File: src/design/vtsc_pkg.sv
// ----------------------------------------------------------------------------
// vtsc_pkg : shared types and constants of the valve timing setpoint coordinator
// Register indexes, arithmetic constants and the structs that pass between the
// configuration bank, the front end, the queue and the back end.
// ----------------------------------------------------------------------------
`default_nettype none

package vtsc_pkg;

    // Register indexes on the configuration port
    localparam logic [2:0] REG_SWEEP_LIMIT_ENABLE   = 3'd0;
    localparam logic [2:0] REG_INTAKE_PRESENT       = 3'd1;
    localparam logic [2:0] REG_EXHAUST_PRESENT      = 3'd2;
    localparam logic [2:0] REG_INTAKE_BENCH_ENABLE  = 3'd3;
    localparam logic [2:0] REG_INTAKE_BENCH_ANGLE   = 3'd4;
    localparam logic [2:0] REG_EXHAUST_BENCH_ENABLE = 3'd5;
    localparam logic [2:0] REG_EXHAUST_BENCH_ANGLE  = 3'd6;
    localparam logic [2:0] REG_RAMP_STEP            = 3'd7;

    localparam int CFG_INDEX_W = 3;
    localparam int CFG_DATA_W  = 16;

    // Arithmetic constants
    localparam logic [7:0]  OFFSET_FLIP   = 8'h80;       // signed to offset binary
    localparam logic [7:0]  MY_RESET   = 8'd128;
    localparam logic [9:0]  RATIO_FULL    = 10'd1000;
    localparam int          RATIO_SCALE   = 13107;
    localparam int          STEP_SCALE    = 200;
    localparam int          RATIO_HALF    = 6553;
    localparam int          BLEND_HALF    = 500;
    // 13107 * 5 = 65535 = 2^16 - 1, so the ramp quotient reduces to a /(2^16-1)
    localparam int          SCALE_TO_MERSENNE = 5;
    localparam int          MERSENNE_SHIFT    = 16;
    localparam logic [27:0] MERSENNE_DIV      = 28'd65535;
    // Reciprocal of 1000: ceil(2^28 / 1000), exact for sums below 2^18
    localparam logic [18:0] BLEND_RECIP   = 19'd268436;
    localparam int          BLEND_SHIFT   = 28;

    localparam int VTSC_QUEUE_DEPTH = 4;

    // Configuration as seen by the datapath
    typedef struct packed {
        logic        sweep_limit_enable;
        logic        intake_present;
        logic        exhaust_present;
        logic        intake_bench_enable;
        logic [7:0]  intake_bench_angle;
        logic        exhaust_bench_enable;
        logic [7:0]  exhaust_bench_angle;
        logic [9:0]  ramp_quot;   // round(step*200/13107)
        logic [23:0] ramp_span;   // step*200
    } cfg_t;

    // Classified item handed from the front end to the back end
    typedef struct packed {
        logic [7:0] in_lim;
        logic [7:0] ex_lim;
        logic [7:0] in_bench_val;
        logic [7:0] ex_bench_val;
        logic [7:0] in_park;
        logic [7:0] ex_park;
        logic       ramp_up;
        logic       loop_cmd;
        logic [7:0] loop_ref;
    } item_t;

endpackage

`default_nettype wire

File: src/design/vtsc_cfg.sv
// ----------------------------------------------------------------------------
// vtsc_cfg : configuration register bank
// Holds the written registers and derives the ramp step terms from ramp_step.
// ----------------------------------------------------------------------------
`default_nettype none

module vtsc_cfg
    import vtsc_pkg::*;
(
    input  wire logic                   clk,
    input  wire logic                   rst_n,
    input  wire logic                   cfg_write_enable,
    input  wire logic [CFG_INDEX_W-1:0] cfg_index,
    input  wire logic [CFG_DATA_W-1:0]  cfg_data,
    output cfg_t                        cfg
);

    logic        sweep_limit_enable_reg;
    logic        intake_present_reg;
    logic        exhaust_present_reg;
    logic        intake_bench_enable_reg;
    logic [7:0]  intake_bench_angle_reg;
    logic        exhaust_bench_enable_reg;
    logic [7:0]  exhaust_bench_angle_reg;
    logic [15:0] ramp_step_reg;
    logic [9:0]  ramp_quot_reg;
    logic [9:0]  ramp_quot_next;
    logic [23:0] ramp_span_reg;
    logic [23:0] ramp_span_next;

    logic [23:0] step_rounded;
    logic [26:0] step_times5;
    logic [27:0] folded;
    logic [11:0] quot_est;
    logic [27:0] quot_rem;

    always_ff @(posedge clk or negedge rst_n)
    begin
        if (!rst_n)
        begin
            sweep_limit_enable_reg   <= 1'b0;
            intake_present_reg       <= 1'b1;
            exhaust_present_reg      <= 1'b1;
            intake_bench_enable_reg  <= 1'b0;
            intake_bench_angle_reg   <= MY_RESET;
            exhaust_bench_enable_reg <= 1'b0;
            exhaust_bench_angle_reg  <= MY_RESET;
            ramp_step_reg            <= '0;
        end
        else if (cfg_write_enable)
        begin
            unique case (cfg_index)
                REG_SWEEP_LIMIT_ENABLE:   sweep_limit_enable_reg   <= cfg_data[0];
                REG_INTAKE_PRESENT:       intake_present_reg       <= cfg_data[0];
                REG_EXHAUST_PRESENT:      exhaust_present_reg      <= cfg_data[0];
                REG_INTAKE_BENCH_ENABLE:  intake_bench_enable_reg  <= cfg_data[0];
                REG_INTAKE_BENCH_ANGLE:   intake_bench_angle_reg   <= cfg_data[7:0];
                REG_EXHAUST_BENCH_ENABLE: exhaust_bench_enable_reg <= cfg_data[0];
                REG_EXHAUST_BENCH_ANGLE:  exhaust_bench_angle_reg  <= cfg_data[7:0];
                REG_RAMP_STEP:            ramp_step_reg            <= cfg_data[15:0];
            endcase
        end
    end

    // Ramp quotient floor((step*200 + 6553) / 13107) as floor(5x / (2^16-1)):
    // fold the high half in, then correct the estimate by at most one.
    always_comb
    begin
        ramp_span_next = 24'(ramp_step_reg) * 24'(STEP_SCALE);
        step_rounded   = ramp_span_next + 24'(RATIO_HALF);
        step_times5    = 27'(step_rounded) * 27'(SCALE_TO_MERSENNE);
        folded         = 28'(step_times5) + 28'(step_times5[26:MERSENNE_SHIFT]);
        quot_est       = folded[27:MERSENNE_SHIFT];
        quot_rem       = 28'(step_times5) - {quot_est, 16'b0} + 28'(quot_est);
        if (quot_rem >= MERSENNE_DIV)
        begin
            ramp_quot_next = 10'(quot_est + 12'd1);
        end
        else
        begin
            ramp_quot_next = quot_est[9:0];
        end
    end

    always_ff @(posedge clk or negedge rst_n)
    begin
        if (!rst_n)
        begin
            ramp_quot_reg <= '0;
            ramp_span_reg <= '0;
        end
        else
        begin
            ramp_quot_reg <= ramp_quot_next;
            ramp_span_reg <= ramp_span_next;
        end
    end

    always_comb
    begin
        cfg.sweep_limit_enable   = sweep_limit_enable_reg;
        cfg.intake_present       = intake_present_reg;
        cfg.exhaust_present      = exhaust_present_reg;
        cfg.intake_bench_enable  = intake_bench_enable_reg;
        cfg.intake_bench_angle   = intake_bench_angle_reg;
        cfg.exhaust_bench_enable = exhaust_bench_enable_reg;
        cfg.exhaust_bench_angle  = exhaust_bench_angle_reg;
        cfg.ramp_quot            = ramp_quot_reg;
        cfg.ramp_span            = ramp_span_reg;
    end

endmodule

`default_nettype wire

File: src/design/vtsc_front.sv
// ----------------------------------------------------------------------------
// vtsc_front : input stage
// Accepts a tick, applies offset, limits and bench selection, and classifies
// the ramp direction; holds the result until the queue takes it.
// ----------------------------------------------------------------------------
`default_nettype none

module vtsc_front
    import vtsc_pkg::*;
(
    input  wire logic        clk,
    input  wire logic        rst_n,
    input  wire cfg_t        cfg,
    input  wire logic        in_valid,
    output logic             in_ready,
    input  wire logic [7:0]  intake_request,
    input  wire logic [7:0]  exhaust_request,
    input  wire logic [7:0]  intake_minimum,
    input  wire logic [7:0]  exhaust_maximum,
    input  wire logic [7:0]  intake_park_max,
    input  wire logic [7:0]  exhaust_park_min,
    input  wire logic        intake_servo_active,
    input  wire logic        exhaust_servo_active,
    input  wire logic        intake_loop_command,
    input  wire logic [7:0]  intake_loop_reference,
    output logic             push_valid,
    output item_t            push_item,
    input  wire logic        queue_full
);

    logic  front_valid_reg;
    item_t front_item_reg;
    item_t item_next;
    logic [7:0] in_raw;
    logic [7:0] ex_raw;

    always_comb
    begin
        in_raw = intake_request ^ OFFSET_FLIP;
        ex_raw = exhaust_request ^ OFFSET_FLIP;

        item_next.in_lim = (cfg.sweep_limit_enable && (in_raw < intake_minimum))
                           ? intake_minimum : in_raw;
        item_next.ex_lim = (cfg.sweep_limit_enable && (ex_raw > exhaust_maximum))
                           ? exhaust_maximum : ex_raw;
        item_next.in_bench_val = cfg.intake_bench_enable ? cfg.intake_bench_angle
                                                         : item_next.in_lim;
        item_next.ex_bench_val = cfg.exhaust_bench_enable ? cfg.exhaust_bench_angle
                                                          : item_next.ex_lim;
        item_next.in_park  = intake_park_max;
        item_next.ex_park  = exhaust_park_min;
        // an absent servo counts as active
        item_next.ramp_up  = (!cfg.intake_present || intake_servo_active)
                          && (!cfg.exhaust_present || exhaust_servo_active);
        item_next.loop_cmd = intake_loop_command;
        item_next.loop_ref = intake_loop_reference ^ OFFSET_FLIP;
    end

    assign in_ready   = !front_valid_reg || !queue_full;
    assign push_valid = front_valid_reg;
    assign push_item  = front_item_reg;

    always_ff @(posedge clk or negedge rst_n)
    begin
        if (!rst_n)
        begin
            front_valid_reg <= 1'b0;
        end
        else if (in_ready)
        begin
            front_valid_reg <= in_valid;
        end
    end

    always_ff @(posedge clk)
    begin
        if (in_ready && in_valid)
        begin
            front_item_reg <= item_next;
        end
    end

endmodule

`default_nettype wire

File: src/design/vtsc_queue.sv
// ----------------------------------------------------------------------------
// vtsc_queue : item queue between front and back end
// Small circular buffer; the head is presented for the back end to pop.
// ----------------------------------------------------------------------------
`default_nettype none

module vtsc_queue
    import vtsc_pkg::*;
#(
    parameter int DEPTH = VTSC_QUEUE_DEPTH
)
(
    input  wire logic  clk,
    input  wire logic  rst_n,
    input  wire logic  push_valid,
    input  wire item_t push_item,
    output logic       full,
    input  wire logic  pop,
    output logic       head_valid,
    output item_t      head_item
);

    localparam int PTR_W = (DEPTH > 1) ? $clog2(DEPTH) : 1;
    localparam int CNT_W = $clog2(DEPTH + 1);

    item_t            entries [DEPTH];
    logic [PTR_W-1:0] wr_ptr_reg;
    logic [PTR_W-1:0] rd_ptr_reg;
    logic [CNT_W-1:0] count_reg;
    logic             do_push;
    logic             do_pop;

    assign full       = (count_reg == CNT_W'(DEPTH));
    assign head_valid = (count_reg != '0);
    assign head_item  = entries[rd_ptr_reg];
    assign do_push    = push_valid && !full;
    assign do_pop     = pop && head_valid;

    function automatic logic [PTR_W-1:0] ptr_inc(input logic [PTR_W-1:0] p);
        return (p == PTR_W'(DEPTH - 1)) ? '0 : p + 1'b1;
    endfunction

    always_ff @(posedge clk or negedge rst_n)
    begin
        if (!rst_n)
        begin
            wr_ptr_reg <= '0;
            rd_ptr_reg <= '0;
            count_reg  <= '0;
        end
        else
        begin
            if (do_push)
            begin
                wr_ptr_reg <= ptr_inc(wr_ptr_reg);
            end
            if (do_pop)
            begin
                rd_ptr_reg <= ptr_inc(rd_ptr_reg);
            end
            if (do_push && !do_pop)
            begin
                count_reg <= count_reg + 1'b1;
            end
            else if (do_pop && !do_push)
            begin
                count_reg <= count_reg - 1'b1;
            end
        end
    end

    always_ff @(posedge clk)
    begin
        if (do_push)
        begin
            entries[wr_ptr_reg] <= push_item;
        end
    end

endmodule

`default_nettype wire

File: src/design/vtsc_back.sv
// ----------------------------------------------------------------------------
// vtsc_back : execution pipeline
// Ramps the transition ratio, blends bench and park setpoints, divides by the
// full ratio and selects the intake loop setpoint into the output register.
// ----------------------------------------------------------------------------
`default_nettype none

module vtsc_back
    import vtsc_pkg::*;
(
    input  wire logic  clk,
    input  wire logic  rst_n,
    input  wire cfg_t  cfg,
    input  wire logic  head_valid,
    input  wire item_t head_item,
    output logic       pop,
    output logic       out_valid,
    input  wire logic  out_ready,
    output logic [7:0] intake_limited,
    output logic [7:0] exhaust_limited,
    output logic [7:0] intake_after_my,
    output logic [7:0] exhaust_after_my,
    output logic [9:0] transition_ratio,
    output logic [7:0] intake_blended,
    output logic [7:0] exhaust_blended,
    output logic [7:0] intake_loop_setpoint
);

    typedef struct packed {
        logic [9:0] ratio;
        logic [7:0] in_lim;
        logic [7:0] ex_lim;
        logic [7:0] in_my;
        logic [7:0] ex_my;
        logic [7:0] in_park;
        logic [7:0] ex_park;
        logic       loop_cmd;
        logic [7:0] loop_ref;
    } ramp_stage_t;

    typedef struct packed {
        logic [9:0]  ratio;
        logic [7:0]  in_lim;
        logic [7:0]  ex_lim;
        logic [7:0]  in_my;
        logic [7:0]  ex_my;
        logic [17:0] in_sum;
        logic [17:0] ex_sum;
        logic        loop_cmd;
        logic [7:0]  loop_ref;
    } blend_stage_t;

    logic         advance;
    logic         ramp_valid_reg;
    logic         blend_valid_reg;
    logic         out_valid_reg;
    ramp_stage_t  ramp_stage_reg;
    blend_stage_t blend_stage_reg;

    logic [9:0]  ratio_reg;
    logic [9:0]  ratio_next;
    logic [7:0]  intake_bench_reg;
    logic [7:0]  intake_bench_next;
    logic [7:0]  exhaust_bench_reg;
    logic [7:0]  exhaust_bench_next;
    logic [7:0]  intake_blend_reg;
    logic [7:0]  exhaust_blend_reg;
    logic [7:0]  intake_loop_reg;

    logic [7:0]  in_lim_reg;
    logic [7:0]  ex_lim_reg;
    logic [7:0]  in_after_reg;
    logic [7:0]  ex_after_reg;
    logic [9:0]  ratio_out_reg;

    logic [23:0] ratio_scaled;
    logic [10:0] ratio_up_sum;
    logic [9:0]  ratio_up;
    logic [9:0]  ratio_down;
    logic [7:0]  in_quot;
    logic [7:0]  ex_quot;

    // park*1000 + r*(bench - park) + 500, equal to r*bench + (1000-r)*park + 500
    function automatic logic [17:0] blend_sum(input logic [9:0] r,
                                              input logic [7:0] bench,
                                              input logic [7:0] park);
        logic signed [8:0]  diff;
        logic signed [19:0] prod;
        logic [17:0]        base;
        logic signed [19:0] total;
        diff  = $signed({1'b0, bench}) - $signed({1'b0, park});
        prod  = $signed({1'b0, r}) * diff;
        base  = 18'(park) * 18'(RATIO_FULL) + 18'(BLEND_HALF);
        total = $signed({2'b00, base}) + prod;
        return total[17:0];
    endfunction

    // divide by 1000 through the reciprocal
    function automatic logic [7:0] blend_quot(input logic [17:0] s);
        logic [36:0] prod;
        prod = 37'(s) * 37'(BLEND_RECIP);
        return prod[BLEND_SHIFT +: 8];
    endfunction

    assign advance = !out_valid_reg || out_ready;
    assign pop     = advance && head_valid;

    // Ratio ramp: up by the step quotient, clamped; down by it, or to zero once
    // the scaled ratio falls below the step span.
    always_comb
    begin
        ratio_scaled = 24'(ratio_reg) * 24'(RATIO_SCALE);
        ratio_up_sum = {1'b0, ratio_reg} + {1'b0, cfg.ramp_quot};
        ratio_up     = (ratio_up_sum > {1'b0, RATIO_FULL}) ? RATIO_FULL : ratio_up_sum[9:0];
        ratio_down   = (ratio_scaled < cfg.ramp_span) ? '0 : ratio_reg - cfg.ramp_quot;
        ratio_next   = head_item.ramp_up ? ratio_up : ratio_down;

        intake_bench_next  = cfg.intake_present  ? head_item.in_bench_val : intake_bench_reg;
        exhaust_bench_next = cfg.exhaust_present ? head_item.ex_bench_val : exhaust_bench_reg;

        in_quot = blend_quot(blend_stage_reg.in_sum);
        ex_quot = blend_quot(blend_stage_reg.ex_sum);
    end

    always_ff @(posedge clk or negedge rst_n)
    begin
        if (!rst_n)
        begin
            ramp_valid_reg    <= 1'b0;
            blend_valid_reg   <= 1'b0;
            out_valid_reg     <= 1'b0;
            ratio_reg         <= '0;
            intake_bench_reg  <= '0;
            exhaust_bench_reg <= '0;
            intake_blend_reg  <= '0;
            exhaust_blend_reg <= '0;
            intake_loop_reg   <= '0;
        end
        else if (advance)
        begin
            ramp_valid_reg  <= head_valid;
            blend_valid_reg <= ramp_valid_reg;
            out_valid_reg   <= blend_valid_reg;
            if (head_valid)
            begin
                ratio_reg         <= ratio_next;
                intake_bench_reg  <= intake_bench_next;
                exhaust_bench_reg <= exhaust_bench_next;
            end
            if (blend_valid_reg && cfg.intake_present)
            begin
                intake_blend_reg <= in_quot;
                intake_loop_reg  <= blend_stage_reg.loop_cmd ? in_quot
                                                             : blend_stage_reg.loop_ref;
            end
            if (blend_valid_reg && cfg.exhaust_present)
            begin
                exhaust_blend_reg <= ex_quot;
            end
        end
    end

    always_ff @(posedge clk)
    begin
        if (advance)
        begin
            if (head_valid)
            begin
                ramp_stage_reg.ratio    <= ratio_next;
                ramp_stage_reg.in_lim   <= head_item.in_lim;
                ramp_stage_reg.ex_lim   <= head_item.ex_lim;
                ramp_stage_reg.in_my <= intake_bench_next;
                ramp_stage_reg.ex_my <= exhaust_bench_next;
                ramp_stage_reg.in_park  <= head_item.in_park;
                ramp_stage_reg.ex_park  <= head_item.ex_park;
                ramp_stage_reg.loop_cmd <= head_item.loop_cmd;
                ramp_stage_reg.loop_ref <= head_item.loop_ref;
            end
            if (ramp_valid_reg)
            begin
                blend_stage_reg.ratio    <= ramp_stage_reg.ratio;
                blend_stage_reg.in_lim   <= ramp_stage_reg.in_lim;
                blend_stage_reg.ex_lim   <= ramp_stage_reg.ex_lim;
                blend_stage_reg.in_my <= ramp_stage_reg.in_my;
                blend_stage_reg.ex_my <= ramp_stage_reg.ex_my;
                blend_stage_reg.in_sum   <= blend_sum(ramp_stage_reg.ratio,
                                                      ramp_stage_reg.in_my,
                                                      ramp_stage_reg.in_park);
                blend_stage_reg.ex_sum   <= blend_sum(ramp_stage_reg.ratio,
                                                      ramp_stage_reg.ex_my,
                                                      ramp_stage_reg.ex_park);
                blend_stage_reg.loop_cmd <= ramp_stage_reg.loop_cmd;
                blend_stage_reg.loop_ref <= ramp_stage_reg.loop_ref;
            end
            if (blend_valid_reg)
            begin
                in_lim_reg    <= blend_stage_reg.in_lim;
                ex_lim_reg    <= blend_stage_reg.ex_lim;
                in_after_reg  <= blend_stage_reg.in_my;
                ex_after_reg  <= blend_stage_reg.ex_my;
                ratio_out_reg <= blend_stage_reg.ratio;
            end
        end
    end

    assign out_valid            = out_valid_reg;
    assign intake_limited       = in_lim_reg;
    assign exhaust_limited      = ex_lim_reg;
    assign intake_after_my   = in_after_reg;
    assign exhaust_after_my  = ex_after_reg;
    assign transition_ratio     = ratio_out_reg;
    assign intake_blended       = intake_blend_reg;
    assign exhaust_blended      = exhaust_blend_reg;
    assign intake_loop_setpoint = intake_loop_reg;

endmodule

`default_nettype wire

File: src/design/valve_timing_setpoint_coordinator_core.sv
// ----------------------------------------------------------------------------
// valve_timing_setpoint_coordinator_core : cam setpoint coordinator
// One control tick in, one set of limited, benched, ramped and blended
// setpoints out.
// ----------------------------------------------------------------------------
// Usage:
//   Input channel in_valid/in_ready carries one control tick per transfer;
//   output channel out_valid/out_ready carries one result per tick, in order.
//   Registers are written through cfg_write_enable/cfg_index/cfg_data with no
//   handshake; write them only while no tick is in flight.
//   A transferred tick passes the front register, the queue, the ramp stage,
//   the blend stage and the output register before it gives out_valid.
//   Throughput: one tick per cycle while the receiver keeps up, set by the
//   ratio update in the ramp stage, which feeds the next tick's ramp.
//   Reset clears the ratio and the bench, blend and loop setpoints, loads the
//   register defaults (both servos present, bench angles 128), empties the queue.
//   When the receiver stalls, the back end holds; the queue then fills and
//   in_ready falls once the front register is also occupied.
// ----------------------------------------------------------------------------
`default_nettype none

module valve_timing_setpoint_coordinator_core
    import vtsc_pkg::*;
#(
    parameter int QUEUE_DEPTH = VTSC_QUEUE_DEPTH
)
(
    input  wire logic                   clk,
    input  wire logic                   rst_n,
    // configuration
    input  wire logic                   cfg_write_enable,
    input  wire logic [CFG_INDEX_W-1:0] cfg_index,
    input  wire logic [CFG_DATA_W-1:0]  cfg_data,
    // input channel
    input  wire logic                   in_valid,
    output logic                        in_ready,
    input  wire logic [7:0]             intake_request,
    input  wire logic [7:0]             exhaust_request,
    input  wire logic [7:0]             intake_minimum,
    input  wire logic [7:0]             exhaust_maximum,
    input  wire logic [7:0]             intake_park_max,
    input  wire logic [7:0]             exhaust_park_min,
    input  wire logic                   intake_servo_active,
    input  wire logic                   exhaust_servo_active,
    input  wire logic                   intake_loop_command,
    input  wire logic [7:0]             intake_loop_reference,
    // output channel
    output logic                        out_valid,
    input  wire logic                   out_ready,
    output logic [7:0]                  intake_limited,
    output logic [7:0]                  exhaust_limited,
    output logic [7:0]                  intake_after_my,
    output logic [7:0]                  exhaust_after_my,
    output logic [9:0]                  transition_ratio,
    output logic [7:0]                  intake_blended,
    output logic [7:0]                  exhaust_blended,
    output logic [7:0]                  intake_loop_setpoint
);

    cfg_t  cfg;
    logic  push_valid;
    item_t push_item;
    logic  queue_full;
    logic  head_valid;
    item_t head_item;
    logic  pop;

    // Register bank and derived ramp terms
    vtsc_cfg u_cfg (
        .clk              (clk),
        .rst_n            (rst_n),
        .cfg_write_enable (cfg_write_enable),
        .cfg_index        (cfg_index),
        .cfg_data         (cfg_data),
        .cfg              (cfg)
    );

    // Front end: offset, limit, bench select, ramp direction
    vtsc_front u_front (
        .clk                   (clk),
        .rst_n                 (rst_n),
        .cfg                   (cfg),
        .in_valid              (in_valid),
        .in_ready              (in_ready),
        .intake_request        (intake_request),
        .exhaust_request       (exhaust_request),
        .intake_minimum        (intake_minimum),
        .exhaust_maximum       (exhaust_maximum),
        .intake_park_max       (intake_park_max),
        .exhaust_park_min      (exhaust_park_min),
        .intake_servo_active   (intake_servo_active),
        .exhaust_servo_active  (exhaust_servo_active),
        .intake_loop_command   (intake_loop_command),
        .intake_loop_reference (intake_loop_reference),
        .push_valid            (push_valid),
        .push_item             (push_item),
        .queue_full            (queue_full)
    );

    // Decouple front and back so each can stall on its own
    vtsc_queue #(
        .DEPTH (QUEUE_DEPTH)
    ) u_queue (
        .clk        (clk),
        .rst_n      (rst_n),
        .push_valid (push_valid),
        .push_item  (push_item),
        .full       (queue_full),
        .pop        (pop),
        .head_valid (head_valid),
        .head_item  (head_item)
    );

    // Back end: ratio ramp, blend, divide, loop select and held outputs
    vtsc_back u_back (
        .clk                  (clk),
        .rst_n                (rst_n),
        .cfg                  (cfg),
        .head_valid           (head_valid),
        .head_item            (head_item),
        .pop                  (pop),
        .out_valid            (out_valid),
        .out_ready            (out_ready),
        .intake_limited       (intake_limited),
        .exhaust_limited      (exhaust_limited),
        .intake_after_my   (intake_after_my),
        .exhaust_after_my  (exhaust_after_my),
        .transition_ratio     (transition_ratio),
        .intake_blended       (intake_blended),
        .exhaust_blended      (exhaust_blended),
        .intake_loop_setpoint (intake_loop_setpoint)
    );

    // The ramp clamp keeps the ratio within full scale
    assert property (@(posedge clk) disable iff (!rst_n)
        out_valid |-> (transition_ratio <= RATIO_FULL))
        else $error("transition ratio above full scale");

    // A held front item with a full queue must stop the input channel
    assert property (@(posedge clk) disable iff (!rst_n)
        (push_valid && queue_full) |-> !in_ready)
        else $error("input taken while front item blocked");

    // Bench override reaches the output unchanged for a present intake servo
    assert property (@(posedge clk) disable iff (!rst_n)
        (out_valid && cfg.intake_present && cfg.intake_bench_enable)
            |-> (intake_after_my == cfg.intake_bench_angle))
        else $error("intake bench override lost");

    // The back end never pops an empty queue
    assert property (@(posedge clk) disable iff (!rst_n)
        pop |-> head_valid)
        else $error("pop from empty queue");

endmodule

`default_nettype wire
File: config.mk
export PLATFORM = sky130hd
export DESIGN_NAME = valve_timing_setpoint_coordinator_core
export DESIGN_NICKNAME = d
export VERILOG_FILES = /design/src/design/vtsc_pkg.sv /design/src/design/vtsc_cfg.sv /design/src/design/vtsc_front.sv /design/src/design/vtsc_queue.sv /design/src/design/vtsc_back.sv /design/src/design/valve_timing_setpoint_coordinator_core.sv
export SDC_FILE = /design/constraint.sdc
export NUM_CORES = 2
export LEC_CHECK = 0
export BUFFER_PORTS_ARGS = -buffer_cell sky130_fd_sc_hd__buf_2
export CAP_MARGIN = 20
export CORE_MARGIN = 2
export CORE_UTILIZATION = 40
export DETAILED_ROUTE_END_ITERATION = 10
export SYNTH_ARGS = -nofsm -noshare
export SYNTH_HDL_FRONTEND = slang
export SYNTH_SLANG_ARGS = --single-unit
File: constraint.sdc
create_clock -name clk -period 13.2 [get_ports clk]
set_input_delay 0.66 -clock clk [delete_from_list [all_inputs] [get_ports clk]]
set_output_delay 0.66 -clock clk [all_outputs]
set_load 0.005 [all_outputs]
==> results.toml <==
[cells_and_area]
area_growth_pct = 10.6
largest_register_ffs = 232
multiInputGateArea_um2 = 26500
final_net_count = 5286
final_cell_mix = "ha_1, inv_1, edfxtp_1"
drive_above_1_share_pct = 11.6
n_fill_cell = 11000
seqCellArea_um2 = 17800
final_cells = 5737
layout_commonest_cell = "ha_1"

[synthesis]
synth_nets = 5100
ys_seq_area_share_pct = 37.8
synth_enable_flop_cells = 486
synthArstFlopShare_pct = 21.0
netlist_area_um2 = 47200
synth_cells = 3959
ys_warn_count = 0
ys.flop_type = "edfxtp_1"
synth_cell_types = 95
avgSynthCellArea_um2 = 11.9
ys_ff_latch = 615

[drt]
drc = 0
drt_pass1_iterations = 7
vias_per_cell = 5.03
drtIter0Drc = 1386
drt-wirelength-per-cell_um = 17.6
num_vias = 28900
drtAntennaViolNets = 0
wl_um = 101000

[global_route]
grt_pass1_vias = 30200
grt_use_total_pct = 17.1
grt_max_degree = 73
antenna_found_initial = 4
grt_pass1_wl_um = 164000
grt_overflow = 0

[critical_path]
rrSetupSlack_ns = 1.58
worst-path-buf-inv = 6
crit_path_frequent_cell = "ha_1"
arrival_ns = 12.15
cp_data_required_time_ns = 13.73
r2r_start = "u_cfg.ramp_step_reg[0]"
start_kind = "register"
timing_worst_setup_path_type = "register to register"
critPathTopFamily = "compound AO/OA/AOI/OAI gates"
r2r_end = "u_cfg.ramp_quot_reg[9]"
critPathCaptureType = "register"
cp-startpoint = "u_cfg.ramp_step_reg[0]"
rr_worst_depth = 49
max_stage_delay_ns = 0.58
critPathMaxFanout = 10
worst_path_max_delay_cell = "o311ai_0"

[floorplanning]
core.rowCount = 126
die-area_um2 = 121000
dieHeight_um = 348
dieWidth_um = 348
boundaryPins = 151
start_util_pct = 40.1
core_area_um2 = 118000

[timing]
fmax_mhz = 86.0
relSlewSlack_pct = 32.2
grt_setup_unrepaired = "false"
worst_pin_slew_ns = 1.02
skew_ns = 0.0351
min_period_ns = 11.62
hold_viol = 0
period_share_pct = 88.1
drv_slew = 0
tns_ns = 0
finalSetupViolations = 0

[clocking]
cts_sinks = 615
cts_resized = 0
clock_path_buffers = 3
cts_tree = "yes"
cts.htree.levels = 3
post_cts_buffers = 0
cts_root_buffer = "clkbuf_16"
path_clk_slew_ns = 0.06
cts_made_buffers = 68
cts-hold-fix-buffers = 0
clock_latency_ns = 0.64

[status]
status = "complete, no violations"

[flow_run]
drv_cap = 0

[place]
port_buffers = 150
dp.cells = 5610
place_hpwl_um = 76800
routabilityCongestion = 0.841

[worst_hold_path]
hold_class = "primary input to asynchronous set/reset pin"
==> cells in the mapped netlist, drive strengths merged, types with 48 or more instances <==
master,count,area [um^2]
dfrtp,125,3130
nand2,224,841
a21oi,123,623
o21ai,105,526
xor2,48,420
xnor2,132,1160
mux4,58,1310
clkbuf,48,180
nor3,51,255
edfxtp,486,14600
mux2,100,1130
and2,73,457
a21o,78,587
ha,735,9200
nand2b,48,300
nor2,110,413
fa,323,6470
nor2b,57,357
inv,717,2690
==> layout make-up <==
cell class | count | area share, %
antenna | 2 | 0.00959
timing repair buffer | 174 | 1.80
tap | 1536 | 3.68
multi-input combinational | 2568 | 50.8
inverter | 718 | 5.17
sequential | 615 | 34.2
clock inverter | 35 | 0.868
clock buffer | 89 | 3.55
==> cells by family after synthesis <==
group / after synthesis / synth area share, %
other cells: 1 / 0.00794
buf+inv: 776 / 6.17
compound gates: 489 / 7.00
xor+xnor: 180 / 3.36
simple gates: 671 / 7.14
flops: 615 / 37.8
fa+ha+maj: 1058 / 33.2
mux: 169 / 5.39
==> stage by stage <==
| step | worst slack, ns | utilization [%] | hold slack [ns] | cell area (um^2) |
|---|---|---|---|---|
| after floorplan | 2.70 | - | 0.364 | 47200 |
| after global placement | 1.82 | 42.4 | 0.402 | 49900 |
| after detailed placement | 1.60 | 42.4 | 0.405 | 49900 |
| after CTS | 1.59 | 44.4 | 0.120 | 52200 |
| after global routing | 0.622 | 44.4 | 0.150 | 52200 |
| final | 1.58 | 44.4 | 0.0988 | 52200 |
==> worst register-to-register path: cells and delay by family (launching register included) <==
kind	cells	cell delay (ns)
compound gates	16	3.52
xor+xnor	4	0.96
fa+ha+maj	10	3.14
buf+inv	6	0.57
flops	1	0.48
mux	1	0.30
simple gates	12	2.57
==> routing by layer <==
| layer | GRT usage [%] | wire [um] | share of wire, % | up-vias |
|---|---|---|---|---|
| li1 | - | - | - | 14000 |
| met1 | 23.7 | 47400 | 47 | 14300 |
| met2 | 28.4 | 47600 | 47 | 482 |
| met3 | 2.21 | 3940 | 3.9 | 126 |
| met4 | 4.65 | 2300 | 2.3 | 0 |
| met5 | 0 | 0 | 0 | - |
==> how the worst max path moves through the flow <==
stage | slack, ns | to | depth (start not counted)
2_1_floorplan | 2.70 | u_cfg.ramp_quot_reg[9] | 46
3_3_place_gp | 1.82 | u_cfg.ramp_quot_reg[1] | 47
3_5_place_dp | 1.60 | u_cfg.ramp_quot_reg[9] | 48
4_1_cts | 1.59 | u_cfg.ramp_quot_reg[1] | 48
5_1_grt | 0.62 | u_cfg.ramp_quot_reg[1] | 48
6_report | 1.58 | u_cfg.ramp_quot_reg[9] | 49
Power is left out: the tool's default activity adds up to more than one toggle a clock period on the data nets, which glitch-free logic cannot reach.
